$ cat config.mk
export PLATFORM = sky130hd
export DESIGN_NAME = drive_output_shaper_top
export DESIGN_NICKNAME = d
export VERILOG_FILES = /design/src/hw/rtl/dos_pkg.sv /design/src/hw/rtl/drive_output_shaper_top.sv
export SDC_FILE = /design/constraint.sdc
export NUM_CORES = 2
export LEC_CHECK = 0
export BUFFER_PORTS_ARGS = -buffer_cell sky130_fd_sc_hd__buf_4
export CORE_ASPECT_RATIO = 1.1
export CORE_MARGIN = 2
export CORE_UTILIZATION = 55
export CTS_CLUSTER_DIAMETER = 100
export DETAILED_ROUTE_END_ITERATION = 16
export GPL_TIMING_DRIVEN = 1
export PLACE_DENSITY = 0.7
export REMOVE_ABC_BUFFERS = 1
export SKIP_CTS_REPAIR_TIMING = 1
export SLEW_MARGIN = 30
export SYNTH_ARGS = -nofsm -noshare
export SYNTH_HDL_FRONTEND = slang
export SYNTH_SLANG_ARGS = --single-unit
export TNS_END_PERCENT = 100
$ cat constraint.sdc
create_clock -name i_clk -period 19.69 [get_ports i_clk]
set_input_delay 2.9535 -clock i_clk [delete_from_list [all_inputs] [get_ports i_clk]]
set_output_delay 2.9535 -clock i_clk [all_outputs]
set_load 0.02 [all_outputs]
$ cat src/hw/rtl/dos_pkg.sv
package dos_pkg;

    localparam int unsigned VOLT_W  = 14;
    localparam int unsigned DIST_W  = 23;
    localparam int unsigned ERR_W   = 24;
    localparam int unsigned PID_W   = 16;
    localparam int unsigned OUT_W   = 16;
    localparam int unsigned CFG_W   = 23;
    localparam int unsigned IDX_W   = 3;
    localparam int unsigned STEP_W  = 3;
    localparam int unsigned DIV_BITS = 14;
    localparam int unsigned CNT_W   = 4;

    // register map
    typedef enum logic [IDX_W-1:0] {
        REG_DRIVE_CAP_MAX    = 3'd0,
        REG_HEADING_LIMIT    = 3'd1,
        REG_SLOW_ZONE        = 3'd2,
        REG_SLOW_END_VOLTAGE = 3'd3,
        REG_SLEW_ACCEL       = 3'd4,
        REG_SLEW_DECEL       = 3'd5,
        REG_SETTLE_BAND      = 3'd6,
        REG_STILL_THRESHOLD  = 3'd7
    } t_reg_idx;

    // datapath operation of one microcode step
    typedef enum logic [2:0] {
        OP_MUL,
        OP_DIV,
        OP_TAPER,
        OP_BASE,
        OP_SLEW,
        OP_MIX
    } t_op;

    // jump condition of one microcode step
    typedef enum logic [2:0] {
        COND_NEXT,
        COND_ALWAYS,
        COND_NOT_ZONE,
        COND_DIV_BUSY,
        COND_OUT_BUSY
    } t_cond;

    typedef enum logic [STEP_W-1:0] {
        STEP_MUL   = 3'd0,
        STEP_DIV   = 3'd1,
        STEP_TAPER = 3'd2,
        STEP_BASE  = 3'd3,
        STEP_SLEW  = 3'd4,
        STEP_MIX   = 3'd5
    } t_step;

    typedef struct packed {
        t_op   op;
        t_cond cond;
        t_step target;
    } t_uword;

    // control store
    function automatic t_uword ucode(input logic [STEP_W-1:0] step);
        t_uword w;
        case (step)
            STEP_MUL:   w = '{op: OP_MUL,   cond: COND_NOT_ZONE, target: STEP_BASE};
            STEP_DIV:   w = '{op: OP_DIV,   cond: COND_DIV_BUSY, target: STEP_DIV};
            STEP_TAPER: w = '{op: OP_TAPER, cond: COND_ALWAYS,   target: STEP_SLEW};
            STEP_BASE:  w = '{op: OP_BASE,  cond: COND_NEXT,     target: STEP_SLEW};
            STEP_SLEW:  w = '{op: OP_SLEW,  cond: COND_NEXT,     target: STEP_MIX};
            STEP_MIX:   w = '{op: OP_MIX,   cond: COND_OUT_BUSY, target: STEP_MIX};
            default:    w = '{op: OP_MIX,   cond: COND_OUT_BUSY, target: STEP_MIX};
        endcase
        return w;
    endfunction

endpackage

$ cat src/hw/rtl/drive_output_shaper_top.sv
// drive output shaper: one item per control tick
// input channel (i_in_valid / o_in_ready) carries the new_move flag, the raw
// drive and heading pid outputs and the signed distance error
// output channel (o_out_valid / i_out_ready) returns one item per input item:
// left and right side voltages and the finished flag
// config channel (i_cfg_valid / o_cfg_ready) writes one of eight registers
// by index; it is always ready and is meant to be used while the block idles
// a microcoded sequencer walks a six-step program per item; the slow-zone
// taper uses a restoring divider that yields one quotient bit per cycle
// an item inside the slow zone passes multiply, 14 divide steps, taper, slew
// and mix; outside it, multiply, base, slew and mix
// the input side is ready again right after the mix step, so the next item
// can start while a result still waits
// when the receiver stalls, the result sits in the output register and the
// next item runs up to its mix step, where it waits for the register to free
// reset loads the register defaults, clears slew and settle state and marks
// the next tick as the first one (no error-change reference yet)
module drive_output_shaper_top #(
    parameter int unsigned DONE_TICKS = 5
) (
    input  logic                              i_clk,
    input  logic                              i_rst_n,
    // config write channel
    input  logic                              i_cfg_valid,
    output logic                              o_cfg_ready,
    input  logic [dos_pkg::IDX_W-1:0]         i_cfg_index,
    input  logic [dos_pkg::CFG_W-1:0]         i_cfg_data,
    // input items
    input  logic                              i_in_valid,
    output logic                              o_in_ready,
    input  logic                              i_new_move,
    input  logic signed [dos_pkg::PID_W-1:0]  i_drive_pid_output,
    input  logic signed [dos_pkg::PID_W-1:0]  i_heading_pid_output,
    input  logic signed [dos_pkg::ERR_W-1:0]  i_drive_error,
    // result items
    output logic                              o_out_valid,
    input  logic                              i_out_ready,
    output logic signed [dos_pkg::OUT_W-1:0]  o_left_voltage,
    output logic signed [dos_pkg::OUT_W-1:0]  o_right_voltage,
    output logic                              o_finished
);
    import dos_pkg::*;

    localparam logic [7:0] FinishCount = 8'(DONE_TICKS);

    // configuration registers
    logic [VOLT_W-1:0] r_cap_max, r_head_lim, r_end, r_accel, r_decel;
    logic [DIST_W-1:0] r_zone, r_band, r_thresh;

    // item under work
    logic signed [PID_W-1:0] r_drv, r_hdg;
    logic signed [ERR_W-1:0] r_err;

    // tick-to-tick state
    logic signed [PID_W-1:0] r_slewed;
    logic signed [ERR_W-1:0] r_prev_err;
    logic                    r_first;
    logic [7:0]              r_count;

    // sequencer
    logic                    r_busy;
    logic [STEP_W-1:0]       r_step, n_step;
    logic [CNT_W-1:0]        r_cnt;
    t_uword                  uw;
    logic                    jump;

    // datapath registers
    logic [DIST_W-1:0]       r_rem;
    logic [DIV_BITS-1:0]     r_quo;
    logic                    r_neg;
    logic [VOLT_W-1:0]       r_cap;
    logic signed [PID_W-1:0] r_head_v;

    // output register
    logic                    r_out_valid;
    logic signed [OUT_W-1:0] r_left, r_right;
    logic                    r_fin;

    logic in_acc, out_busy, seq_done;

    assign o_cfg_ready = 1'b1;
    assign o_in_ready  = !r_busy;
    assign in_acc      = i_in_valid && o_in_ready;
    assign out_busy    = r_out_valid && !i_out_ready;

    // ---------------- datapath combinational terms ----------------

    // |error|, can reach 2^23 so it keeps the full 24 bits unsigned
    logic [ERR_W-1:0] err_mag;
    logic             in_zone;
    assign err_mag = r_err[ERR_W-1] ? ERR_W'(-r_err) : ERR_W'(r_err);
    assign in_zone = (r_zone != '0) && (err_mag < {1'b0, r_zone});

    // taper span and product; the product stays below 2^37
    logic signed [VOLT_W:0]          span;
    logic [VOLT_W-1:0]               span_mag;
    logic [VOLT_W+DIST_W-1:0]        prod;
    assign span     = $signed({1'b0, r_cap_max}) - $signed({1'b0, r_end});
    assign span_mag = span[VOLT_W] ? VOLT_W'(-span) : VOLT_W'(span);
    assign prod     = span_mag * err_mag[DIST_W-1:0];

    // one restoring divide step; remainder stays below slow_zone
    logic [DIST_W:0]   div_shift;
    logic [DIST_W+1:0] div_trial;
    logic              div_ge;
    assign div_shift = {r_rem, r_quo[DIV_BITS-1]};
    assign div_trial = {1'b0, div_shift} - {2'b0, r_zone};
    assign div_ge    = !div_trial[DIST_W+1];

    // tapered cap, raised to end then lowered to base
    logic signed [VOLT_W+2:0] taper_raw;
    logic signed [VOLT_W+2:0] taper_low;
    logic signed [VOLT_W+2:0] end_s, base_s;
    logic [VOLT_W-1:0]        taper_cap;
    assign end_s     = $signed({3'b0, r_end});
    assign base_s    = $signed({3'b0, r_cap_max});
    assign taper_raw = r_neg ? end_s - $signed({3'b0, r_quo})
                             : end_s + $signed({3'b0, r_quo});
    assign taper_low = (taper_raw < end_s) ? end_s : taper_raw;
    assign taper_cap = (taper_low > base_s) ? r_cap_max : taper_low[VOLT_W-1:0];

    // drive clamp and slew
    logic signed [PID_W:0]   cap_s, drv_s, target, slew_s;
    logic [PID_W:0]          tgt_mag, slw_mag;
    logic signed [PID_W+1:0] sdiff, step_s;
    logic signed [PID_W-1:0] slew_next;
    assign cap_s  = $signed({3'b0, r_cap});
    assign drv_s  = (PID_W+1)'(r_drv);
    assign slew_s = (PID_W+1)'(r_slewed);
    always_comb begin
        if (drv_s > cap_s) begin
            target = cap_s;
        end else if (drv_s < -cap_s) begin
            target = -cap_s;
        end else begin
            target = drv_s;
        end
    end
    assign tgt_mag = target[PID_W] ? (PID_W+1)'(-target) : (PID_W+1)'(target);
    assign slw_mag = slew_s[PID_W] ? (PID_W+1)'(-slew_s) : (PID_W+1)'(slew_s);
    assign step_s  = (tgt_mag > slw_mag) ? $signed({4'b0, r_accel})
                                         : $signed({4'b0, r_decel});
    assign sdiff   = (PID_W+2)'(target) - (PID_W+2)'(slew_s);
    always_comb begin
        if (sdiff > step_s) begin
            slew_next = PID_W'((PID_W+2)'(slew_s) + step_s);
        end else if (sdiff < -step_s) begin
            slew_next = PID_W'((PID_W+2)'(slew_s) - step_s);
        end else begin
            slew_next = PID_W'(target);
        end
    end

    // heading clamp
    logic signed [PID_W:0]   hlim_s, hdg_s;
    logic signed [PID_W-1:0] head_next;
    assign hlim_s = $signed({3'b0, r_head_lim});
    assign hdg_s  = (PID_W+1)'(r_hdg);
    always_comb begin
        if (hdg_s > hlim_s) begin
            head_next = PID_W'(hlim_s);
        end else if (hdg_s < -hlim_s) begin
            head_next = PID_W'(-hlim_s);
        end else begin
            head_next = r_hdg;
        end
    end

    // settled and still test
    logic signed [ERR_W:0] edelta;
    logic [ERR_W:0]        edelta_mag;
    logic                  still;
    logic [7:0]            count_next;
    assign edelta     = (ERR_W+1)'(r_err) - (ERR_W+1)'(r_prev_err);
    assign edelta_mag = edelta[ERR_W] ? (ERR_W+1)'(-edelta) : (ERR_W+1)'(edelta);
    assign still      = !r_first && (err_mag < {1'b0, r_band})
                        && (edelta_mag < {2'b0, r_thresh});
    assign count_next = !still ? 8'd0 : (r_count == 8'hFF) ? r_count : r_count + 8'd1;

    // mix
    logic                    fin_now;
    logic signed [OUT_W-1:0] left_sum, right_sum;
    assign fin_now   = r_count >= FinishCount;
    assign left_sum  = OUT_W'(r_slewed + r_head_v);
    assign right_sum = OUT_W'(r_slewed - r_head_v);

    // ---------------- sequencer ----------------

    assign uw = ucode(r_step);

    always_comb begin
        case (uw.cond)
            COND_NEXT:     jump = 1'b0;
            COND_ALWAYS:   jump = 1'b1;
            COND_NOT_ZONE: jump = !in_zone;
            COND_DIV_BUSY: jump = r_cnt != CNT_W'(DIV_BITS - 1);
            COND_OUT_BUSY: jump = out_busy;
            default:       jump = 1'b0;
        endcase
    end

    assign n_step   = jump ? uw.target : r_step + STEP_W'(1);
    assign seq_done = r_busy && (uw.op == OP_MIX) && !out_busy;

    always_ff @(posedge i_clk) begin
        if (!i_rst_n) begin
            r_busy <= 1'b0;
            r_step <= STEP_MUL;
        end else if (in_acc) begin
            r_busy <= 1'b1;
            r_step <= STEP_MUL;
        end else if (seq_done) begin
            r_busy <= 1'b0;
            r_step <= STEP_MUL;
        end else if (r_busy) begin
            r_step <= n_step;
        end
    end

    // config registers
    always_ff @(posedge i_clk) begin
        if (!i_rst_n) begin
            r_cap_max  <= VOLT_W'(12000);
            r_head_lim <= VOLT_W'(6000);
            r_zone     <= '0;
            r_end      <= '0;
            r_accel    <= VOLT_W'(16000);
            r_decel    <= VOLT_W'(16000);
            r_band     <= DIST_W'(256);
            r_thresh   <= DIST_W'(13);
        end else if (i_cfg_valid && o_cfg_ready) begin
            case (t_reg_idx'(i_cfg_index))
                REG_DRIVE_CAP_MAX:    r_cap_max  <= i_cfg_data[VOLT_W-1:0];
                REG_HEADING_LIMIT:    r_head_lim <= i_cfg_data[VOLT_W-1:0];
                REG_SLOW_ZONE:        r_zone     <= i_cfg_data[DIST_W-1:0];
                REG_SLOW_END_VOLTAGE: r_end      <= i_cfg_data[VOLT_W-1:0];
                REG_SLEW_ACCEL:       r_accel    <= i_cfg_data[VOLT_W-1:0];
                REG_SLEW_DECEL:       r_decel    <= i_cfg_data[VOLT_W-1:0];
                REG_SETTLE_BAND:      r_band     <= i_cfg_data[DIST_W-1:0];
                REG_STILL_THRESHOLD:  r_thresh   <= i_cfg_data[DIST_W-1:0];
                default: begin
                end
            endcase
        end
    end

    // item capture, payload only
    always_ff @(posedge i_clk) begin
        if (in_acc) begin
            r_drv <= i_drive_pid_output;
            r_hdg <= i_heading_pid_output;
            r_err <= i_drive_error;
        end
    end

    // tick-to-tick state; a new move clears slew and settle count and sets the first-tick flag as the item is taken
    always_ff @(posedge i_clk) begin
        if (!i_rst_n) begin
            r_slewed   <= '0;
            r_prev_err <= '0;
            r_first    <= 1'b1;
            r_count    <= '0;
        end else if (in_acc && i_new_move) begin
            r_slewed <= '0;
            r_first  <= 1'b1;
            r_count  <= '0;
        end else if (r_busy && uw.op == OP_SLEW) begin
            r_slewed   <= slew_next;
            r_prev_err <= r_err;
            r_first    <= 1'b0;
            r_count    <= count_next;
        end
    end

    // datapath working registers
    always_ff @(posedge i_clk) begin
        if (r_busy) begin
            case (uw.op)
                OP_MUL: begin
                    r_rem <= prod[VOLT_W+DIST_W-1:DIV_BITS];
                    r_quo <= prod[DIV_BITS-1:0];
                    r_neg <= span[VOLT_W];
                    r_cnt <= '0;
                end
                OP_DIV: begin
                    r_rem <= div_ge ? div_trial[DIST_W-1:0] : div_shift[DIST_W-1:0];
                    r_quo <= {r_quo[DIV_BITS-2:0], div_ge};
                    r_cnt <= r_cnt + CNT_W'(1);
                end
                OP_TAPER: r_cap <= taper_cap;
                OP_BASE:  r_cap <= r_cap_max;
                OP_SLEW:  r_head_v <= head_next;
                default: begin
                end
            endcase
        end
    end

    // output register
    always_ff @(posedge i_clk) begin
        if (!i_rst_n) begin
            r_out_valid <= 1'b0;
        end else if (seq_done) begin
            r_out_valid <= 1'b1;
        end else if (i_out_ready) begin
            r_out_valid <= 1'b0;
        end
    end

    always_ff @(posedge i_clk) begin
        if (seq_done) begin
            r_left  <= fin_now ? '0 : left_sum;
            r_right <= fin_now ? '0 : right_sum;
            r_fin   <= fin_now;
        end
    end

    assign o_out_valid     = r_out_valid;
    assign o_left_voltage  = r_left;
    assign o_right_voltage = r_right;
    assign o_finished      = r_fin;

    // ---------------- assertions ----------------

    a_accept_starts: assert property (@(posedge i_clk) disable iff (!i_rst_n)
        in_acc |=> r_busy && r_step == STEP_MUL)
        else $error("item accepted but program did not start");

    a_step_range: assert property (@(posedge i_clk) disable iff (!i_rst_n)
        r_busy |-> r_step <= STEP_MIX)
        else $error("step counter left the program");

    a_div_count: assert property (@(posedge i_clk) disable iff (!i_rst_n)
        (r_busy && uw.op == OP_DIV) |-> r_cnt < CNT_W'(DIV_BITS))
        else $error("divider ran past its quotient width");

    a_fin_zero: assert property (@(posedge i_clk) disable iff (!i_rst_n)
        (o_out_valid && o_finished) |-> (o_left_voltage == '0 && o_right_voltage == '0))
        else $error("finished item carries nonzero voltage");

    a_no_overwrite: assert property (@(posedge i_clk) disable iff (!i_rst_n)
        seq_done |-> !out_busy)
        else $error("result written over a waiting item");

endmodule
=== Yosys cells after proc, flatten, opt, wreduce, memory -nomap -nowiden ===
Cells that the tools add are included.

* Flip-flop bits (word level): 354
* Input port bits: 88
* Output and inout bits: 36
* Word-level logic and storage cells: 156

* Add/subtract/negate cells: 21
* $mul: 1
* $lt $le $gt $ge: 13
* Eq/ne operators: 23
* Muxes and demuxes: 29
* Bitwise operators: 2
* Reduce and logical (&&, ||, !) cells: 39

{| class="wikitable"
|+ Operators by type and width
! kind !! number
|-
| 17-bit two-way mux || 6
|-
| 14-bit two-way mux || 4
|-
| 14-bit one-hot mux with 2 select lines || 2
|-
| 24-bit by 23-bit < comparator with 1-bit output || 2
|-
| 16-bit two-way mux || 3
|-
| 23-bit one-hot mux with 2 select lines || 1
|-
| 9-bit one-hot mux with 5 select lines || 1
|-
| 14-bit by 23-bit multiplier with 37-bit output || 1
|-
| 16-bit by 17-bit < comparator with 1-bit output || 2
|-
| 14-bit negator with 17-bit output || 2
|-
| 16-bit by 15-bit > comparator with 1-bit output || 2
|-
| 14-bit by 14-bit subtractor with 15-bit output || 2
|-
| 2-bit AND reduction || 14
|-
| 25-bit by 23-bit < comparator with 1-bit output || 1
|-
| 25-bit two-way mux || 1
|-
| 25-bit negator || 1
|-
| 24-bit by 23-bit subtractor with 25-bit output || 1
|-
| 24-bit by 24-bit subtractor with 25-bit output || 1
|-
| 3-bit by 2-bit equality test with 1-bit output, second input constant || 8
|-
| 3-bit equality test, second input constant || 8
|-
| 24-bit two-way mux || 1
|-
| 24-bit negator || 1
|-
| 23-bit two-way mux || 1
|-
| 23-bit nonzero test || 1
|-
| other kinds (35) || 61
|}

=== Logic depth before layout (Yosys ltp) ===
* Word-level depth: 12
* Depth in mapped cells: 50
* Mapped depth without buffers: 43

=== Least setup slack after synthesis ===
OpenSTA, ideal clock, no wires.

* Path kind: flip-flop to flip-flop
* From: reg r_cap[2]
* To: reg r_slewed[0]
* Setup time: 0.070 ns
* Arrival time: 9.948 ns
* Required time: 19.620 ns
* Path slack: 9.672 ns
* Stages on the path, launching flop included: 49
* Buffers on the path: 7
* Period minus slack after synthesis: 10.018 ns
* Path through: edfxtp_1 or3_1 nor2_1 nand3_1 or3_1 or3_1 nor2_1 ha_1 nand4_1 nor2_1 a21oi_1 nand4b_1 o21ai_1 buf_2 buf_2 clkbuf_1 a21oi_1 o21ai_0 [13 not listed] clkbuf_1 mux2i_1 ha_1 o21a_1 nand2_1 nor3_1 xnor2_1 ha_1 o21a_1 o2111ai_1 a31oi_1 a21oi_1 a21oi_1 clkbuf_1 nand2_1 mux2i_1 nand2_1 a21oi_1

* Cells in the longest elaborated chain, start to end: 12
* Elaborated cells on any way between the ends: 17
* Classes of those cells: 6 x add/sub; 5 x order compare; 6 x mux

{| class="wikitable"
|+ RTL lines
! what !! RTL line !! RTL
|-
| start: declaration || drive_output_shaper_top.sv:71 || <nowiki>logic [VOLT_W-1:0] r_cap;</nowiki>
|-
| start signal: assignment || drive_output_shaper_top.sv:290 || <nowiki>OP_TAPER: r_cap <= taper_cap;</nowiki>
|-
| start signal: assignment || drive_output_shaper_top.sv:291 || <nowiki>OP_BASE: r_cap <= r_cap_max;</nowiki>
|-
| 14-bit negator with 17-bit output || drive_output_shaper_top.sv:133, drive_output_shaper_top.sv:134 ||
|-
| 16-bit by 17-bit < comparator with 1-bit output || drive_output_shaper_top.sv:133 || <nowiki>end else if (drv_s < -cap_s) begin</nowiki>
|-
| 17-bit two-way mux || drive_output_shaper_top.sv:133 ||
|-
| 17-bit two-way mux * || drive_output_shaper_top.sv:131 || <nowiki>if (drv_s > cap_s) begin</nowiki>
|-
| 17-bit negator || drive_output_shaper_top.sv:139 || <nowiki>assign tgt_mag = target[PID_W] ? (PID_W+1)'(-target) : (PID_W+1)'(target);</nowiki>
|-
| 17-bit two-way mux || drive_output_shaper_top.sv:139 ||
|-
| 17-bit > comparator || drive_output_shaper_top.sv:141 || <nowiki>assign step_s = (tgt_mag > slw_mag) ? $signed({4'b0, r_accel})</nowiki>
|-
| 14-bit two-way mux || drive_output_shaper_top.sv:141 ||
|-
| 14-bit negator with 18-bit output || drive_output_shaper_top.sv:147 || <nowiki>end else if (sdiff < -step_s) begin</nowiki>
|-
| 18-bit < comparator || drive_output_shaper_top.sv:147 ||
|-
| 16-bit two-way mux || drive_output_shaper_top.sv:147 ||
|-
| 16-bit two-way mux * || drive_output_shaper_top.sv:145 || <nowiki>if (sdiff > step_s) begin</nowiki>
|-
| end signal: assignment || drive_output_shaper_top.sv:268 || <nowiki>r_slewed <= slew_next;</nowiki>
|-
| end: declaration || drive_output_shaper_top.sv:55 || <nowiki>logic signed [PID_W-1:0] r_slewed;</nowiki>
|}

Mark *: on every way between the ends. The rest lies on a longest branch, timed or not.
A chain may end at the register's enable or synchronous reset.

=== Worst setup path in the final report ===
* From: reg r_cap[2]
* To: reg r_slewed[15]

Same word-level chain as after synthesis.

==> impl_metrics.env <==
export IMPL_dr_first_iter_drc_count=2669
export IMPL_drc_errors=0
export IMPL_grt_pass1_vias=32500
export IMPL_antenna_cells=0
export IMPL_drv_slew=0
export IMPL_synth_main_ff_cell="dfxtp_1"
export IMPL_die_height_um=284
export IMPL_ff2ff_path_depth=41
export IMPL_drv_cap=0
export IMPL_finalClockSkew_ns=0.0274
export IMPL_synth_edff_count=160
export IMPL_setup_ws_ns=9.06
export IMPL_core_area_sq_mm=0.0706
export IMPL_place_gp_congestion=1.01
export IMPL_synthesis_area_sq_mm=0.0392
export IMPL_slowest_delay_ns=0.67
export IMPL_avgSynthCellArea_sq_um=8.42
export IMPL_dp_cells=5596
export IMPL_synth_seq_cells=353
export IMPL_yosysMostFrequentCell="nand2_1"
export IMPL_power_mw=8.71
export IMPL_drtAntennaViolNets=0
export IMPL_fin_nets=5537
export IMPL_pwr_density_cell_mw_per_mm2=203
export IMPL_synth_top_area_cell="ha_1"
export IMPL_cp_end_kind="flop"
export IMPL_p_leak_nw=18.9
export IMPL_instances_no_fill=5677
export IMPL_vias=33000
export IMPL_setup_viol=0
export IMPL_cp_arrival_ns=11.15
export IMPL_path_class="flop to flop"
export IMPL_utilization=0.607
export IMPL_grt_max_degree=69
export IMPL_insertion_delay_ns=0.60
export IMPL_tritoncts="built"
export IMPL_fp_row_count=102
export IMPL_ys_seq_area_frac=0.221
export IMPL_rsz0062_at_grt="false"
export IMPL_cp_start_kind="flop"
export IMPL_areaGrowthSynthToFinish_pct=9.23
export IMPL_track_usage=0.300
export IMPL_worst_pin_slew_ns=1.03
export IMPL_setup_tns_ns=0
export IMPL_yosys_top_cells_area="ha_1, fa_1, edfxtp_1"
export IMPL_cp_max_fo=31
export IMPL_cts_buffers=43
export IMPL_synth_cells=4662
export IMPL_synth_commonest_cells="nand2_1, inv_1, ha_1"
export IMPL_crit_slowest_cell="a2111oi_0"
export IMPL_clock_path_buffers=3
export IMPL_hold_violations=0
export IMPL_peakVddDrop_v=0.000462
export IMPL_drive_above_1_share=0.0768
export IMPL_grt_pass1_wl_um=177000
export IMPL_hp_class="flop to flop"
export IMPL_initial_core_util=0.556
export IMPL_relSlewSlack=0.307
export IMPL_worst_endpoint_required_ns=20.20
export IMPL_min_delay_path_depth=2
export IMPL_max_freq_mhz=94.0
export IMPL_period_needed_ns=10.63
export IMPL_antenna_found_initial=0
export IMPL_dieArea_sq_mm=0.0735
export IMPL_routedWlPerCell_um=19.4
export IMPL_via_per_inst=5.82
export IMPL_grt_ovfl_total=0
export IMPL_h_tree_depth=2
export IMPL_async_flop_share=0
export IMPL_dr_pass1_iters=5
export IMPL_io_buffers=122
export IMPL_synth_warnings=0
export IMPL_pin_count=124
export IMPL_clkTransAtPathRegs_ns=0.06
export IMPL_dpl_hpwl_um=85400
export IMPL_fin_crit_sh=0.540
export IMPL_root_buffer="clkbuf_16"
export IMPL_drt_wl_total_um=110000
export IMPL_pre_cts_ws_ns=9.16
export IMPL_synth_distinct_cells=99
export IMPL_status="finished clean"
export IMPL_cp_common_cell="ha_1"
export IMPL_die_w_um=259
export IMPL_synth_top_area_share=0.154
export IMPL_cts_sinks=353
sequential cells by signal, indices dropped and copies added (netlist names), 23 cells and up:
signal	count
r_prev_err	24
r_thresh	23
r_zone	23
r_band	23
r_err	24
r_rem	23
final cells by class:
class	instances	area [sq um]
multi-input combinational	3591	28000
fill	6230	27700
sequential	353	8670
inverter	544	2040
clock buffer	63	1450
timing repair buffer	173	1300
tap	936	1170
clock inverter	17	190
placed cells by master, fill, tap and decap left out, types with 27 or more instances in the layout:
master	netlist	layout
a21o_1	101	101
edfxtp_1	160	160
buf_4	3	171
o211ai_1	46	46
fa_1	259	259
or3_1	41	41
nand2b_1	52	52
a21boi_0	139	139
o21a_1	45	45
mux2i_1	53	52
a21oi_1	228	227
ha_1	484	484
nand4_1	39	39
xnor2_1	164	155
nor3_1	66	65
and2_1	32	32
xor2_1	72	67
nand2_1	708	707
o21ai_0	190	189
nor2b_1	52	51
nand3_1	72	72
inv_1	524	523
o21bai_1	27	27
nor2_1	339	337
clkbuf_16	0	53
dfxtp_1	193	193
through the flow:
step	area, sq um	hold WS (ns)
after floorplan	38600	0.419
after global placement	41100	0.450
after detailed placement	41200	0.452
after CTS	42800	0.466
after global routing	42900	0.482
final	42900	0.463
where the power goes:
part           switching (mW)  internal (mW)
sequential             0.0545           1.09
combinational            3.76           2.91
clock                   0.353          0.545
total                    4.17           4.54
metal layers:
metal,wire length (um),global-route usage
met2,52400,0.509
met3,6660,0.0414
met1,46200,0.388
met4,4890,0.117
met5,0,0
critical path: cells and delay by family, from the launching register on:
| family | cells | cell delay, ns |
|---|---|---|
| mux | 3 | 1.51 |
| simple gates | 14 | 3.03 |
| flops | 1 | 0.47 |
| buf+inv | 2 | 0.56 |
| compound gates | 17 | 3.55 |
| xor+xnor | 1 | 0.14 |
| fa+ha+maj | 4 | 1.28 |
worst paths after layout:
path | from | end | slack [ns]
min | r_prev_err[11]$_SDFFE_PN0P_ | r_prev_err[11]$_SDFFE_PN0P_ | 0.46
min reg2reg | r_prev_err[11]$_SDFFE_PN0P_ | r_prev_err[11]$_SDFFE_PN0P_ | 0.46
max reg2reg | r_cap[2]$_DFFE_PP_ | r_slewed[15]$_SDFFE_PP0P_ | 9.06
max | r_cap[2]$_DFFE_PP_ | r_slewed[15]$_SDFFE_PP0P_ | 9.06
kinds of logic (layout without fill, tap and decap cells):
kind of cell,count (synthesis),in the layout,synth area share
muxes,77,77,0.0204
AOI/OAI and AO/OA,1026,1026,0.177
adders and majority gates,743,743,0.286
DFF,353,353,0.221
xor gates and xnor gates,237,237,0.0531
and+or+nand+nor,1505,1505,0.172
buffers and inverters,719,797,0.0699
other,2,3,0.000191
(Power assumes the default switching activity.)
